`src/sha1_stream_hasher_top_macros.svh`:
```
// ---------------------------------------------------------------------------
// Assertion macros for the SHA-1 stream hasher top level.
// Each one expects clk and arst_n to be visible where it is used.
// ---------------------------------------------------------------------------
`ifndef SHA1_STREAM_HASHER_TOP_MACROS_SVH
`define SHA1_STREAM_HASHER_TOP_MACROS_SVH

// Same-cycle implication, disabled while in reset
`define SHA1SH_ASSERT_IMP(label, ante, cons, msg) \
	label: assert property (@(posedge clk) disable iff (!arst_n) (ante) |-> (cons)) \
		else $error(msg);

// Next-cycle implication, disabled while in reset
`define SHA1SH_ASSERT_NXT(label, ante, cons, msg) \
	label: assert property (@(posedge clk) disable iff (!arst_n) (ante) |=> (cons)) \
		else $error(msg);

`endif

```
`src/sha1sh_pkg.sv`:
```
// ---------------------------------------------------------------------------
// sha1sh_pkg
// Codes, constants and controller/datapath command types of the SHA-1 hasher.
// ---------------------------------------------------------------------------
package sha1sh_pkg;

	localparam int NUM_WORDS   = 5;
	localparam int BLOCK_WORDS = 16;

	// Input commands
	localparam logic [1:0] CMD_ABSORB  = 2'd0;
	localparam logic [1:0] CMD_FINISH  = 2'd1;
	localparam logic [1:0] CMD_RESTART = 2'd2;

	// Result status codes
	localparam logic [1:0] ST_OK       = 2'd0;
	localparam logic [1:0] ST_INVALID  = 2'd1;
	localparam logic [1:0] ST_TOO_LONG = 2'd2;

	// Round groups of twenty rounds each
	localparam logic [1:0] PHASE_CH   = 2'd0;
	localparam logic [1:0] PHASE_PAR1 = 2'd1;
	localparam logic [1:0] PHASE_MAJ  = 2'd2;
	localparam logic [1:0] PHASE_PAR2 = 2'd3;

	localparam logic [2:0] LAST_WORD_IDX = 3'd4;
	localparam logic [7:0] PAD_BYTE      = 8'h80;
	localparam logic [5:0] LEN_OFFSET    = 6'd56;

	localparam logic [31:0] H_INIT [NUM_WORDS] = '{
		32'h67452301, 32'hEFCDAB89, 32'h98BADCFE, 32'h10325476, 32'hC3D2E1F0
	};

	function automatic logic [31:0] round_k(input logic [1:0] phase);
		logic [31:0] k;
		unique case (phase)
			PHASE_CH:   k = 32'h5A827999;
			PHASE_PAR1: k = 32'h6ED9EBA1;
			PHASE_MAJ:  k = 32'h8F1BBCDC;
			default:    k = 32'hCA62C1D6;
		endcase
		return k;
	endfunction

	typedef enum logic [1:0] {
		BSRC_DATA,
		BSRC_PAD,
		BSRC_ZERO,
		BSRC_LEN
	} byte_src_t;

	typedef struct packed {
		logic        push_byte;
		logic        word_push;
		byte_src_t   byte_src;
		logic [2:0]  len_sel;
		logic        len_add;
		logic        len_clear;
		logic        chain_init;
		logic        round_start;
		logic        round_step;
		logic [1:0]  phase;
		logic        chain_add;
		logic        load_status;
		logic [1:0]  status;
		logic        load_word;
		logic [2:0]  word_idx;
	} dp_cmd_t;

	typedef struct packed {
		logic out_free;
		logic len_wrap;
	} dp_sts_t;

endpackage

```
`src/sha1sh_in_if.sv`:
```
// ---------------------------------------------------------------------------
// sha1sh_in_if
// Command channel: one command and its message byte per item.
// ---------------------------------------------------------------------------
interface sha1sh_in_if;
	logic       valid;
	logic       ready;
	logic [1:0] command;
	logic [7:0] data_byte;

	modport source (output valid, output command, output data_byte, input ready);
	modport sink   (input valid, input command, input data_byte, output ready);
endinterface

```
`src/sha1sh_out_if.sv`:
```
// ---------------------------------------------------------------------------
// sha1sh_out_if
// Result channel: one digest word or one status item per item.
// ---------------------------------------------------------------------------
interface sha1sh_out_if;
	logic        valid;
	logic        ready;
	logic [31:0] digest_word;
	logic [2:0]  word_index;
	logic        last_word;
	logic [1:0]  status;

	modport source (output valid, output digest_word, output word_index,
		output last_word, output status, input ready);
	modport sink   (input valid, input digest_word, input word_index,
		input last_word, input status, output ready);
endinterface

```
`src/sha1sh_dp.sv`:
```
// ---------------------------------------------------------------------------
// sha1sh_dp
// Datapath: byte packer, message schedule window, round unit, chaining
// words, bit-length counter and the result register.
// ---------------------------------------------------------------------------
module sha1sh_dp import sha1sh_pkg::*; (
	input  logic              clk,
	input  logic              arst_n,
	input  logic [7:0]        data_byte,
	input  dp_cmd_t           cmd,
	output dp_sts_t           sts,
	sha1sh_out_if.source      rsp
);

	logic [31:0] chain_q [NUM_WORDS];
	logic [31:0] w_q [BLOCK_WORDS];
	logic [23:0] acc_q;
	logic [63:0] len_q;
	logic [31:0] a_q, b_q, c_q, d_q, e_q;

	logic        out_valid_q;
	logic [31:0] out_word_q;
	logic [2:0]  out_idx_q;
	logic        out_last_q;
	logic [1:0]  out_status_q;

	logic [7:0]  byte_val;
	logic [31:0] f_val;
	logic [31:0] t_val;
	logic [31:0] w_next;

	always_comb begin
		unique case (cmd.byte_src)
			BSRC_DATA: byte_val = data_byte;
			BSRC_PAD:  byte_val = PAD_BYTE;
			BSRC_ZERO: byte_val = 8'h00;
			default:   byte_val = len_q[{~cmd.len_sel, 3'b000} +: 8];
		endcase
	end

	always_comb begin
		unique case (cmd.phase)
			PHASE_CH:  f_val = (b_q & c_q) | (~b_q & d_q);
			PHASE_MAJ: f_val = (b_q & c_q) | (b_q & d_q) | (c_q & d_q);
			default:   f_val = b_q ^ c_q ^ d_q;
		endcase
	end

	logic [31:0] w_mix;
	assign w_mix  = w_q[13] ^ w_q[8] ^ w_q[2] ^ w_q[0];
	assign w_next = {w_mix[30:0], w_mix[31]};
	assign t_val  = {a_q[26:0], a_q[31:27]} + f_val + e_q + w_q[0] + round_k(cmd.phase);

	// Schedule window and round registers carry no reset
	always_ff @(posedge clk) begin
		if (cmd.push_byte) begin
			acc_q <= {acc_q[15:0], byte_val};
		end
		if (cmd.round_step) begin
			for (int i = 0; i < BLOCK_WORDS - 1; i++) begin
				w_q[i] <= w_q[i + 1];
			end
			w_q[BLOCK_WORDS - 1] <= w_next;
		end else if (cmd.push_byte && cmd.word_push) begin
			for (int i = 0; i < BLOCK_WORDS - 1; i++) begin
				w_q[i] <= w_q[i + 1];
			end
			w_q[BLOCK_WORDS - 1] <= {acc_q, byte_val};
		end
		if (cmd.round_start) begin
			a_q <= chain_q[0];
			b_q <= chain_q[1];
			c_q <= chain_q[2];
			d_q <= chain_q[3];
			e_q <= chain_q[4];
		end else if (cmd.round_step) begin
			e_q <= d_q;
			d_q <= c_q;
			c_q <= {b_q[1:0], b_q[31:2]};
			b_q <= a_q;
			a_q <= t_val;
		end
		if (cmd.load_status) begin
			out_word_q   <= '0;
			out_idx_q    <= '0;
			out_last_q   <= 1'b1;
			out_status_q <= cmd.status;
		end else if (cmd.load_word) begin
			out_word_q   <= chain_q[cmd.word_idx];
			out_idx_q    <= cmd.word_idx;
			out_last_q   <= (cmd.word_idx == LAST_WORD_IDX);
			out_status_q <= ST_OK;
		end
	end

	always_ff @(posedge clk or negedge arst_n) begin
		if (!arst_n) begin
			for (int i = 0; i < NUM_WORDS; i++) begin
				chain_q[i] <= H_INIT[i];
			end
			len_q       <= '0;
			out_valid_q <= 1'b0;
		end else begin
			if (cmd.chain_init) begin
				for (int i = 0; i < NUM_WORDS; i++) begin
					chain_q[i] <= H_INIT[i];
				end
			end else if (cmd.chain_add) begin
				chain_q[0] <= chain_q[0] + a_q;
				chain_q[1] <= chain_q[1] + b_q;
				chain_q[2] <= chain_q[2] + c_q;
				chain_q[3] <= chain_q[3] + d_q;
				chain_q[4] <= chain_q[4] + e_q;
			end
			if (cmd.len_clear) begin
				len_q <= '0;
			end else if (cmd.len_add) begin
				len_q <= {len_q[63:3] + 61'd1, 3'b000};
			end
			if (cmd.load_status || cmd.load_word) begin
				out_valid_q <= 1'b1;
			end else if (rsp.ready) begin
				out_valid_q <= 1'b0;
			end
		end
	end

	assign sts.out_free = !out_valid_q || rsp.ready;
	assign sts.len_wrap = &len_q[63:3];

	assign rsp.valid       = out_valid_q;
	assign rsp.digest_word = out_word_q;
	assign rsp.word_index  = out_idx_q;
	assign rsp.last_word   = out_last_q;
	assign rsp.status      = out_status_q;

endmodule

```
`src/sha1sh_ctrl.sv`:
```
// ---------------------------------------------------------------------------
// sha1sh_ctrl
// Controller: command decode, fill count, padding sequence, round counter
// and digest read-out.
// ---------------------------------------------------------------------------
module sha1sh_ctrl import sha1sh_pkg::*; (
	input  logic       clk,
	input  logic       arst_n,
	input  logic       valid,
	input  logic [1:0] command,
	output logic       ready,
	input  dp_sts_t    sts,
	output dp_cmd_t    cmd
);

	localparam logic [2:0] S_IDLE  = 3'd0;
	localparam logic [2:0] S_PAD   = 3'd1;
	localparam logic [2:0] S_PADZ  = 3'd2;
	localparam logic [2:0] S_LEN   = 3'd3;
	localparam logic [2:0] S_ROUND = 3'd4;
	localparam logic [2:0] S_FOLD  = 3'd5;
	localparam logic [2:0] S_EMIT  = 3'd6;

	localparam logic [5:0] FILL_LAST  = 6'd63;
	localparam logic [6:0] ROUND_LAST = 7'd79;

	logic [2:0] state_q, state_d;
	logic [5:0] fill_q, fill_d;
	logic [6:0] round_q, round_d;
	logic [2:0] widx_q, widx_d;
	logic       pad_q, pad_d;
	logic       lenblk_q, lenblk_d;
	logic       done_q, done_d;
	logic       sticky_q, sticky_d;
	logic       accept;

	assign ready  = (state_q == S_IDLE) && sts.out_free;
	assign accept = valid && ready;

	always_comb begin
		state_d  = state_q;
		fill_d   = fill_q;
		round_d  = round_q;
		widx_d   = widx_q;
		pad_d    = pad_q;
		lenblk_d = lenblk_q;
		done_d   = done_q;
		sticky_d = sticky_q;
		cmd      = '0;
		cmd.byte_src  = BSRC_DATA;
		cmd.len_sel   = fill_q[2:0];
		cmd.word_push = (fill_q[1:0] == 2'b11);
		cmd.word_idx  = widx_q;
		if (round_q < 7'd20) begin
			cmd.phase = PHASE_CH;
		end else if (round_q < 7'd40) begin
			cmd.phase = PHASE_PAR1;
		end else if (round_q < 7'd60) begin
			cmd.phase = PHASE_MAJ;
		end else begin
			cmd.phase = PHASE_PAR2;
		end

		unique case (state_q)
			S_IDLE: begin
				if (accept) begin
					unique case (command)
						CMD_ABSORB: begin
							cmd.load_status = 1'b1;
							if (done_q) begin
								sticky_d   = 1'b1;
								cmd.status = ST_INVALID;
							end else if (sticky_q) begin
								cmd.status = ST_INVALID;
							end else begin
								cmd.push_byte = 1'b1;
								cmd.len_add   = 1'b1;
								fill_d        = fill_q + 6'd1;
								if (sts.len_wrap) begin
									// length wrapped: keep the byte, skip compression
									sticky_d   = 1'b1;
									cmd.status = ST_TOO_LONG;
								end else begin
									cmd.status = ST_OK;
									if (fill_q == FILL_LAST) begin
										cmd.round_start = 1'b1;
										round_d         = '0;
										state_d         = S_ROUND;
									end
								end
							end
						end
						CMD_FINISH: begin
							if (sticky_q) begin
								cmd.load_status = 1'b1;
								cmd.status      = ST_INVALID;
							end else if (done_q) begin
								widx_d  = '0;
								state_d = S_EMIT;
							end else begin
								pad_d   = 1'b1;
								state_d = S_PAD;
							end
						end
						CMD_RESTART: begin
							cmd.chain_init  = 1'b1;
							cmd.len_clear   = 1'b1;
							cmd.load_status = 1'b1;
							cmd.status      = ST_OK;
							fill_d          = '0;
							done_d          = 1'b0;
							sticky_d        = 1'b0;
						end
						default: begin
							cmd.load_status = 1'b1;
							cmd.status      = ST_INVALID;
						end
					endcase
				end
			end
			S_PAD: begin
				cmd.push_byte = 1'b1;
				cmd.byte_src  = BSRC_PAD;
				fill_d        = fill_q + 6'd1;
				if (fill_q == FILL_LAST) begin
					cmd.round_start = 1'b1;
					round_d         = '0;
					state_d         = S_ROUND;
				end else begin
					state_d = S_PADZ;
				end
			end
			S_PADZ: begin
				if (fill_q == LEN_OFFSET) begin
					state_d = S_LEN;
				end else begin
					cmd.push_byte = 1'b1;
					cmd.byte_src  = BSRC_ZERO;
					fill_d        = fill_q + 6'd1;
					if (fill_q == FILL_LAST) begin
						cmd.round_start = 1'b1;
						round_d         = '0;
						state_d         = S_ROUND;
					end
				end
			end
			S_LEN: begin
				cmd.push_byte = 1'b1;
				cmd.byte_src  = BSRC_LEN;
				fill_d        = fill_q + 6'd1;
				if (fill_q == FILL_LAST) begin
					lenblk_d        = 1'b1;
					cmd.round_start = 1'b1;
					round_d         = '0;
					state_d         = S_ROUND;
				end
			end
			S_ROUND: begin
				cmd.round_step = 1'b1;
				round_d        = round_q + 7'd1;
				if (round_q == ROUND_LAST) begin
					state_d = S_FOLD;
				end
			end
			S_FOLD: begin
				cmd.chain_add = 1'b1;
				if (!pad_q) begin
					state_d = S_IDLE;
				end else if (lenblk_q) begin
					// final block folded: the digest is ready
					cmd.len_clear = 1'b1;
					pad_d         = 1'b0;
					lenblk_d      = 1'b0;
					done_d        = 1'b1;
					fill_d        = '0;
					widx_d        = '0;
					state_d       = S_EMIT;
				end else begin
					state_d = S_PADZ;
				end
			end
			S_EMIT: begin
				if (sts.out_free) begin
					cmd.load_word = 1'b1;
					if (widx_q == LAST_WORD_IDX) begin
						state_d = S_IDLE;
					end else begin
						widx_d = widx_q + 3'd1;
					end
				end
			end
			default: begin
				state_d = S_IDLE;
			end
		endcase
	end

	always_ff @(posedge clk or negedge arst_n) begin
		if (!arst_n) begin
			state_q  <= S_IDLE;
			fill_q   <= '0;
			round_q  <= '0;
			widx_q   <= '0;
			pad_q    <= 1'b0;
			lenblk_q <= 1'b0;
			done_q   <= 1'b0;
			sticky_q <= 1'b0;
		end else begin
			state_q  <= state_d;
			fill_q   <= fill_d;
			round_q  <= round_d;
			widx_q   <= widx_d;
			pad_q    <= pad_d;
			lenblk_q <= lenblk_d;
			done_q   <= done_d;
			sticky_q <= sticky_d;
		end
	end

endmodule

```
`src/sha1_stream_hasher_top.sv`:
```
// ---------------------------------------------------------------------------
// sha1_stream_hasher_top
// Byte-serial SHA-1 hasher: controller plus datapath.
// ---------------------------------------------------------------------------
// Usage:
//   req carries one command per item: absorb a message byte, finish and read
//   the digest, or restart a new message. rsp returns one result item per
//   absorb, restart or failed finish, and five digest words (index 0 to 4,
//   last_word on index 4) per successful finish.
//   An absorb's status item appears on rsp in the cycle after the absorb is
//   taken. Every 64th byte starts the round unit, which runs one round per
//   cycle: 80 rounds and then a fold into the chaining words, and req is held
//   off until the fold is done. A finish pushes the padding and length bytes
//   through the block packer, runs one or two compressions and then sends
//   the five words, with req held off throughout. A repeated finish sends
//   the stored digest again.
//   rsp has one output register; req is taken only while it is empty or being
//   read, so a stalled receiver holds the block and loses nothing.
//   Reset loads the initial chaining words and clears the length, fill count
//   and error flags; the block is ready as soon as reset is released.
// ---------------------------------------------------------------------------
`include "sha1_stream_hasher_top_macros.svh"

module sha1_stream_hasher_top import sha1sh_pkg::*; (
	input  logic         clk,
	input  logic         arst_n,
	sha1sh_in_if.sink    req,
	sha1sh_out_if.source rsp
);

	dp_cmd_t dp_cmd;
	dp_sts_t dp_sts;
	logic    req_ready;

	assign req.ready = req_ready;

	sha1sh_ctrl u_ctrl (
		.clk     (clk),
		.arst_n  (arst_n),
		.valid   (req.valid),
		.command (req.command),
		.ready   (req_ready),
		.sts     (dp_sts),
		.cmd     (dp_cmd)
	);

	sha1sh_dp u_dp (
		.clk       (clk),
		.arst_n    (arst_n),
		.data_byte (req.data_byte),
		.cmd       (dp_cmd),
		.sts       (dp_sts),
		.rsp       (rsp)
	);

	`SHA1SH_ASSERT_IMP(a_no_accept_when_full, req.valid && req.ready, !rsp.valid || rsp.ready, "item accepted while result register is blocked")
	`SHA1SH_ASSERT_IMP(a_mid_word_ok, rsp.valid && !rsp.last_word, rsp.status == ST_OK && rsp.word_index != LAST_WORD_IDX, "non-final result is not a plain digest word")
	`SHA1SH_ASSERT_IMP(a_error_is_last, rsp.valid && rsp.status != ST_OK, rsp.last_word, "error status on a non-final result")
	`SHA1SH_ASSERT_NXT(a_digest_follows, rsp.valid && rsp.ready && !rsp.last_word, rsp.valid, "gap inside digest read-out")

endmodule
```
`src/flat_wrapper.sv`:
```
// flat-port wrapper written by rule: the top's interface ports become plain ports
module sha1_stream_hasher_top_flat import sha1sh_pkg::*;
  (clk, arst_n, req_valid, req_command, req_data_byte, req_ready, rsp_valid, rsp_digest_word, rsp_word_index, rsp_last_word, rsp_status, rsp_ready);
  sha1sh_in_if req_i ();
  sha1sh_out_if rsp_i ();
  input  logic clk;
  input  logic arst_n;
  input wire logic [$bits(req_i.valid)-1:0] req_valid;
  input wire logic [$bits(req_i.command)-1:0] req_command;
  input wire logic [$bits(req_i.data_byte)-1:0] req_data_byte;
  output wire logic [$bits(req_i.ready)-1:0] req_ready;
  output wire logic [$bits(rsp_i.valid)-1:0] rsp_valid;
  output wire logic [$bits(rsp_i.digest_word)-1:0] rsp_digest_word;
  output wire logic [$bits(rsp_i.word_index)-1:0] rsp_word_index;
  output wire logic [$bits(rsp_i.last_word)-1:0] rsp_last_word;
  output wire logic [$bits(rsp_i.status)-1:0] rsp_status;
  input wire logic [$bits(rsp_i.ready)-1:0] rsp_ready;
  assign req_i.valid = req_valid;
  assign req_i.command = req_command;
  assign req_i.data_byte = req_data_byte;
  assign req_ready = req_i.ready;
  assign rsp_valid = rsp_i.valid;
  assign rsp_digest_word = rsp_i.digest_word;
  assign rsp_word_index = rsp_i.word_index;
  assign rsp_last_word = rsp_i.last_word;
  assign rsp_status = rsp_i.status;
  assign rsp_i.ready = rsp_ready;
  sha1_stream_hasher_top u_core (.clk(clk), .arst_n(arst_n), .req(req_i), .rsp(rsp_i));
endmodule
```
`config.mk`:
```
export PLATFORM = sky130hd
export DESIGN_NAME = sha1_stream_hasher_top_flat
export DESIGN_NICKNAME = d
export VERILOG_FILES = /design/src/sha1sh_pkg.sv /design/src/sha1sh_in_if.sv /design/src/sha1sh_out_if.sv /design/src/sha1sh_dp.sv /design/src/sha1sh_ctrl.sv /design/src/sha1_stream_hasher_top.sv /design/src/flat_wrapper.sv
export VERILOG_INCLUDE_DIRS = /design/src /design/src/src
export SDC_FILE = /design/constraint.sdc
export NUM_CORES = 2
export LEC_CHECK = 0
export BUFFER_PORTS_ARGS = -buffer_cell sky130_fd_sc_hd__buf_2
export CORE_ASPECT_RATIO = 1.25
export CORE_MARGIN = 4
export CORE_UTILIZATION = 38
export DETAILED_ROUTE_END_ITERATION = 10
export GPL_ROUTABILITY_DRIVEN = 0
export PLACE_DENSITY = 0.53
export REMOVE_ABC_BUFFERS = 1
export SLEW_MARGIN = 30
export SYNTH_ARGS = -nofsm -noshare
export SYNTH_HDL_FRONTEND = slang
export SYNTH_HIERARCHICAL = 1
export SYNTH_SLANG_ARGS = --single-unit
```
`constraint.sdc`:
```
create_clock -name clk -period 36.7 [get_ports clk]
set_clock_uncertainty 0.15 [all_clocks]
set_input_delay 3.67 -clock clk [delete_from_list [all_inputs] [get_ports clk]]
set_output_delay 3.67 -clock clk [all_outputs]
set_load 0.01 [all_outputs]
```
==> run metrics <==
WL per Instance 21.5 um; IO Port Bufs 53; initial antenna violation count 1; CP startpoint kind input port; Yosys cell types 101; most common cell after layout, fill and taps aside edfxtp_1; Synthesis Warnings 6; hold buffer count at CTS 0; setup_tns 0 ns; TritonCTS clock tree yes; Avg Cell Area, Syn 11.7 um^2; family with the most delay on the worst path simple AND/OR/NAND/NOR gates; final period utilization 22.3%; via/cell ratio 5.34; Total GRT Usage 19.0%; leakage 22.1 nW; Async SR Flop Fraction 25.0%; crit end category output port; DRT Wirelength 134 mm; Main synth FF type edfxtp_1; Area growth, synth to finish 11.2%; worst slack, placed 28.53 ns; fin crit period 8.17 ns; slew margin rel. 22.7%; Max H-tree Level 3; Max Cap Violations 0; Hold Crit Class flop to flop; die width 335 um; CP Data Arrival Time 4.35 ns; dpl cell area 52900 um^2; first-pass GRT wire length 204 mm; antenna-violating nets left 0; registers with the most flip-flops u_core/u_dp/w_q (512), u_core/u_dp/chain_q (160), u_core/u_dp/len_q (61); std cell rows 149; Worst VDD drop 0.0000338 V; worst path cell trace buf_2 -> nand2b_1 -> and2_1 -> buf_2; final hold violation count 0; worst setup path class input port to output port; Num CTS Buffers 104; worst stage delay on the critical path 0.25 ns; setup repair after global routing missed its margin false; Crit path top cell by count buf_2; Post-synth EDFFs 698; Setup Viol. Count Final 0; via count 33.1k; maximum fanout along the worst path 9; clk sink count 979; Post-Syn Instances 4333; Post-CTS Setup Inserts 0; status complete, no violations; CTS Root Cell clkbuf_16; largest net degree at the start of global routing 185; fraction of layout cells with a size suffix above 1 9.85%; Fmax 122 MHz; Critical-path top delay cell nand2b_1; Detailed Place HPWL 92.4 mm; First-pass DRT Iterations 5; Req. time, crit path 32.88 ns; Die Ht 416 um; Reg clk slew, reported paths 0.06 ns; nets 4715; register area share after synthesis 55.1%; max reg flops 512; initial DRC count 2655; Buf+Inv Stages, Crit Path 2; Core Area 132000 um^2; finished layout cell area 56300 um^2; CTS max path bufs 3; vias in the first global route 33.0k; die area 139000 um^2; PwrDens 39.9 nW/um^2; largest reg by FF count u_core/u_dp/w_q; most frequent cells in the layout 698 x edfxtp_1, 390 x nand2_1, 346 x inv_1; Tightest Pin Transition 1.16 ns; post-CTS resize count 0; setup slack after layout 28.53 ns; Final Max Tran Viols 0; mapped cell area 50700 um^2; # DRC 0; #FFs+latches synth 979; Clock Latency Late Sink 0.72 ns; initial core utilization 38.3%; grt total ovfl 0; IO Pins 54
-- power breakdown --
part            total (W)  internal (W)  switching (W)
Combinational  0.00000932    0.00000134     0.00000797
Clock             0.00107      0.000613       0.000452
Sequential        0.00117       0.00117              0
-- metrics by stage --
stage / hold WS, ns / instances / power (W) / utilization [%]
2_1_floorplan: 0.250 / 4181 / 0.00120 / -
3_3_place_gp: 0.250 / 6005 / 0.00121 / 40.0
3_5_place_dp: 0.255 / 6005 / 0.00121 / 40.0
4_1_cts: 0.243 / 6201 / 0.00228 / 42.6
5_1_grt: 0.253 / 6201 / 0.00233 / 42.6
6_report: 0.245 / 6202 / 0.00225 / 42.6
-- kinds of logic (layout without fill, tap and decap cells) --
kind of cell               after synthesis  count (layout)  synth area share, %
DFF                                    979             979                 55.1
and+or+nand+nor                       1050            1050                 9.60
adders and majority gates              327             327                 9.92
muxes                                  136             136                 3.83
AOI/OAI and AO/OA                     1045            1045                 12.7
xor gates and xnor gates               294             294                 5.08
buffers and inverters                  502             634                 3.78
other                                    0               1                    0
-- synth_stat cells (15+ instances only) --
| master | n | share of area (%) |
|---|---|---|
| or3_1 | 25 | 0.31 |
| nand4_1 | 26 | 0.32 |
| ha_1 | 201 | 5.0 |
| mux4_2 | 45 | 2.0 |
| a211o_1 | 29 | 0.50 |
| dfstp_2 | 80 | 4.1 |
| or2_2 | 15 | 0.19 |
| o22ai_1 | 38 | 0.47 |
| nand3_1 | 61 | 0.60 |
| a211oi_1 | 33 | 0.49 |
| a21o_1 | 84 | 1.2 |
| dfrtp_1 | 165 | 8.1 |
| o211ai_1 | 21 | 0.31 |
| o31ai_1 | 19 | 0.28 |
| nand2_1 | 390 | 2.9 |
| fa_1 | 125 | 4.9 |
| a21oi_1 | 314 | 3.1 |
| mux2_2 | 15 | 0.33 |
| edfxtp_1 | 698 | 41 |
| xnor2_1 | 195 | 3.4 |
| nand2b_1 | 40 | 0.49 |
| xor2_1 | 99 | 1.7 |
| clkbuf_1 | 118 | 0.87 |
| and3_1 | 27 | 0.33 |
| dfxtp_1 | 36 | 1.4 |
| mux2i_1 | 76 | 1.5 |
| and2_1 | 21 | 0.26 |
| a22oi_1 | 34 | 0.50 |
| nor2b_1 | 29 | 0.36 |
| o21ai_0 | 314 | 3.1 |
| nor2_1 | 305 | 2.3 |
| nor3_1 | 42 | 0.41 |
| o21a_1 | 20 | 0.30 |
| a31oi_1 | 22 | 0.27 |
| buf_1 | 24 | 0.18 |
| inv_1 | 348 | 2.6 |
| o21bai_1 | 27 | 0.40 |
-- worst paths after layout --
check	slack, ns	from	endpoint	depth (start not counted)
max	28.53	rsp_ready	req_ready	4
min reg2reg	0.24	u_core/u_dp/w_q[1][218]	u_core/u_dp/w_q[1][186]	0
max reg2reg	28.73	u_core/u_ctrl/round_q[5]	u_core/u_dp/a_q[31]	27
max in group asynchronous	31.50	arst_n	u_core/u_dp/chain_q[29]	3
min	0.24	u_core/u_dp/w_q[1][218]	u_core/u_dp/w_q[1][186]	0
min in group asynchronous	2.83	arst_n	u_core/u_dp/len_q[38]	1
-- metal layers --
layer	routed length [um]	track usage, %
met1	58600	25.7
met2	64500	31.7
met3	5940	2.15
met4	4500	6.98
met5	0	0
-- layout make-up --
cell class / instances / area (um^2)
Fill cell: 12300 / 75800
Sequential cell: 979 / 27900
Multi-Input combinational cell: 2852 / 20900
Clock buffer: 141 / 2870
Tap cell: 1736 / 2170
Inverter: 350 / 1320
Timing Repair Buffer: 88 / 608
Clock inverter: 55 / 559
Antenna cell: 1 / 2.50
Note: power is estimated with default switching activity, not from simulation.
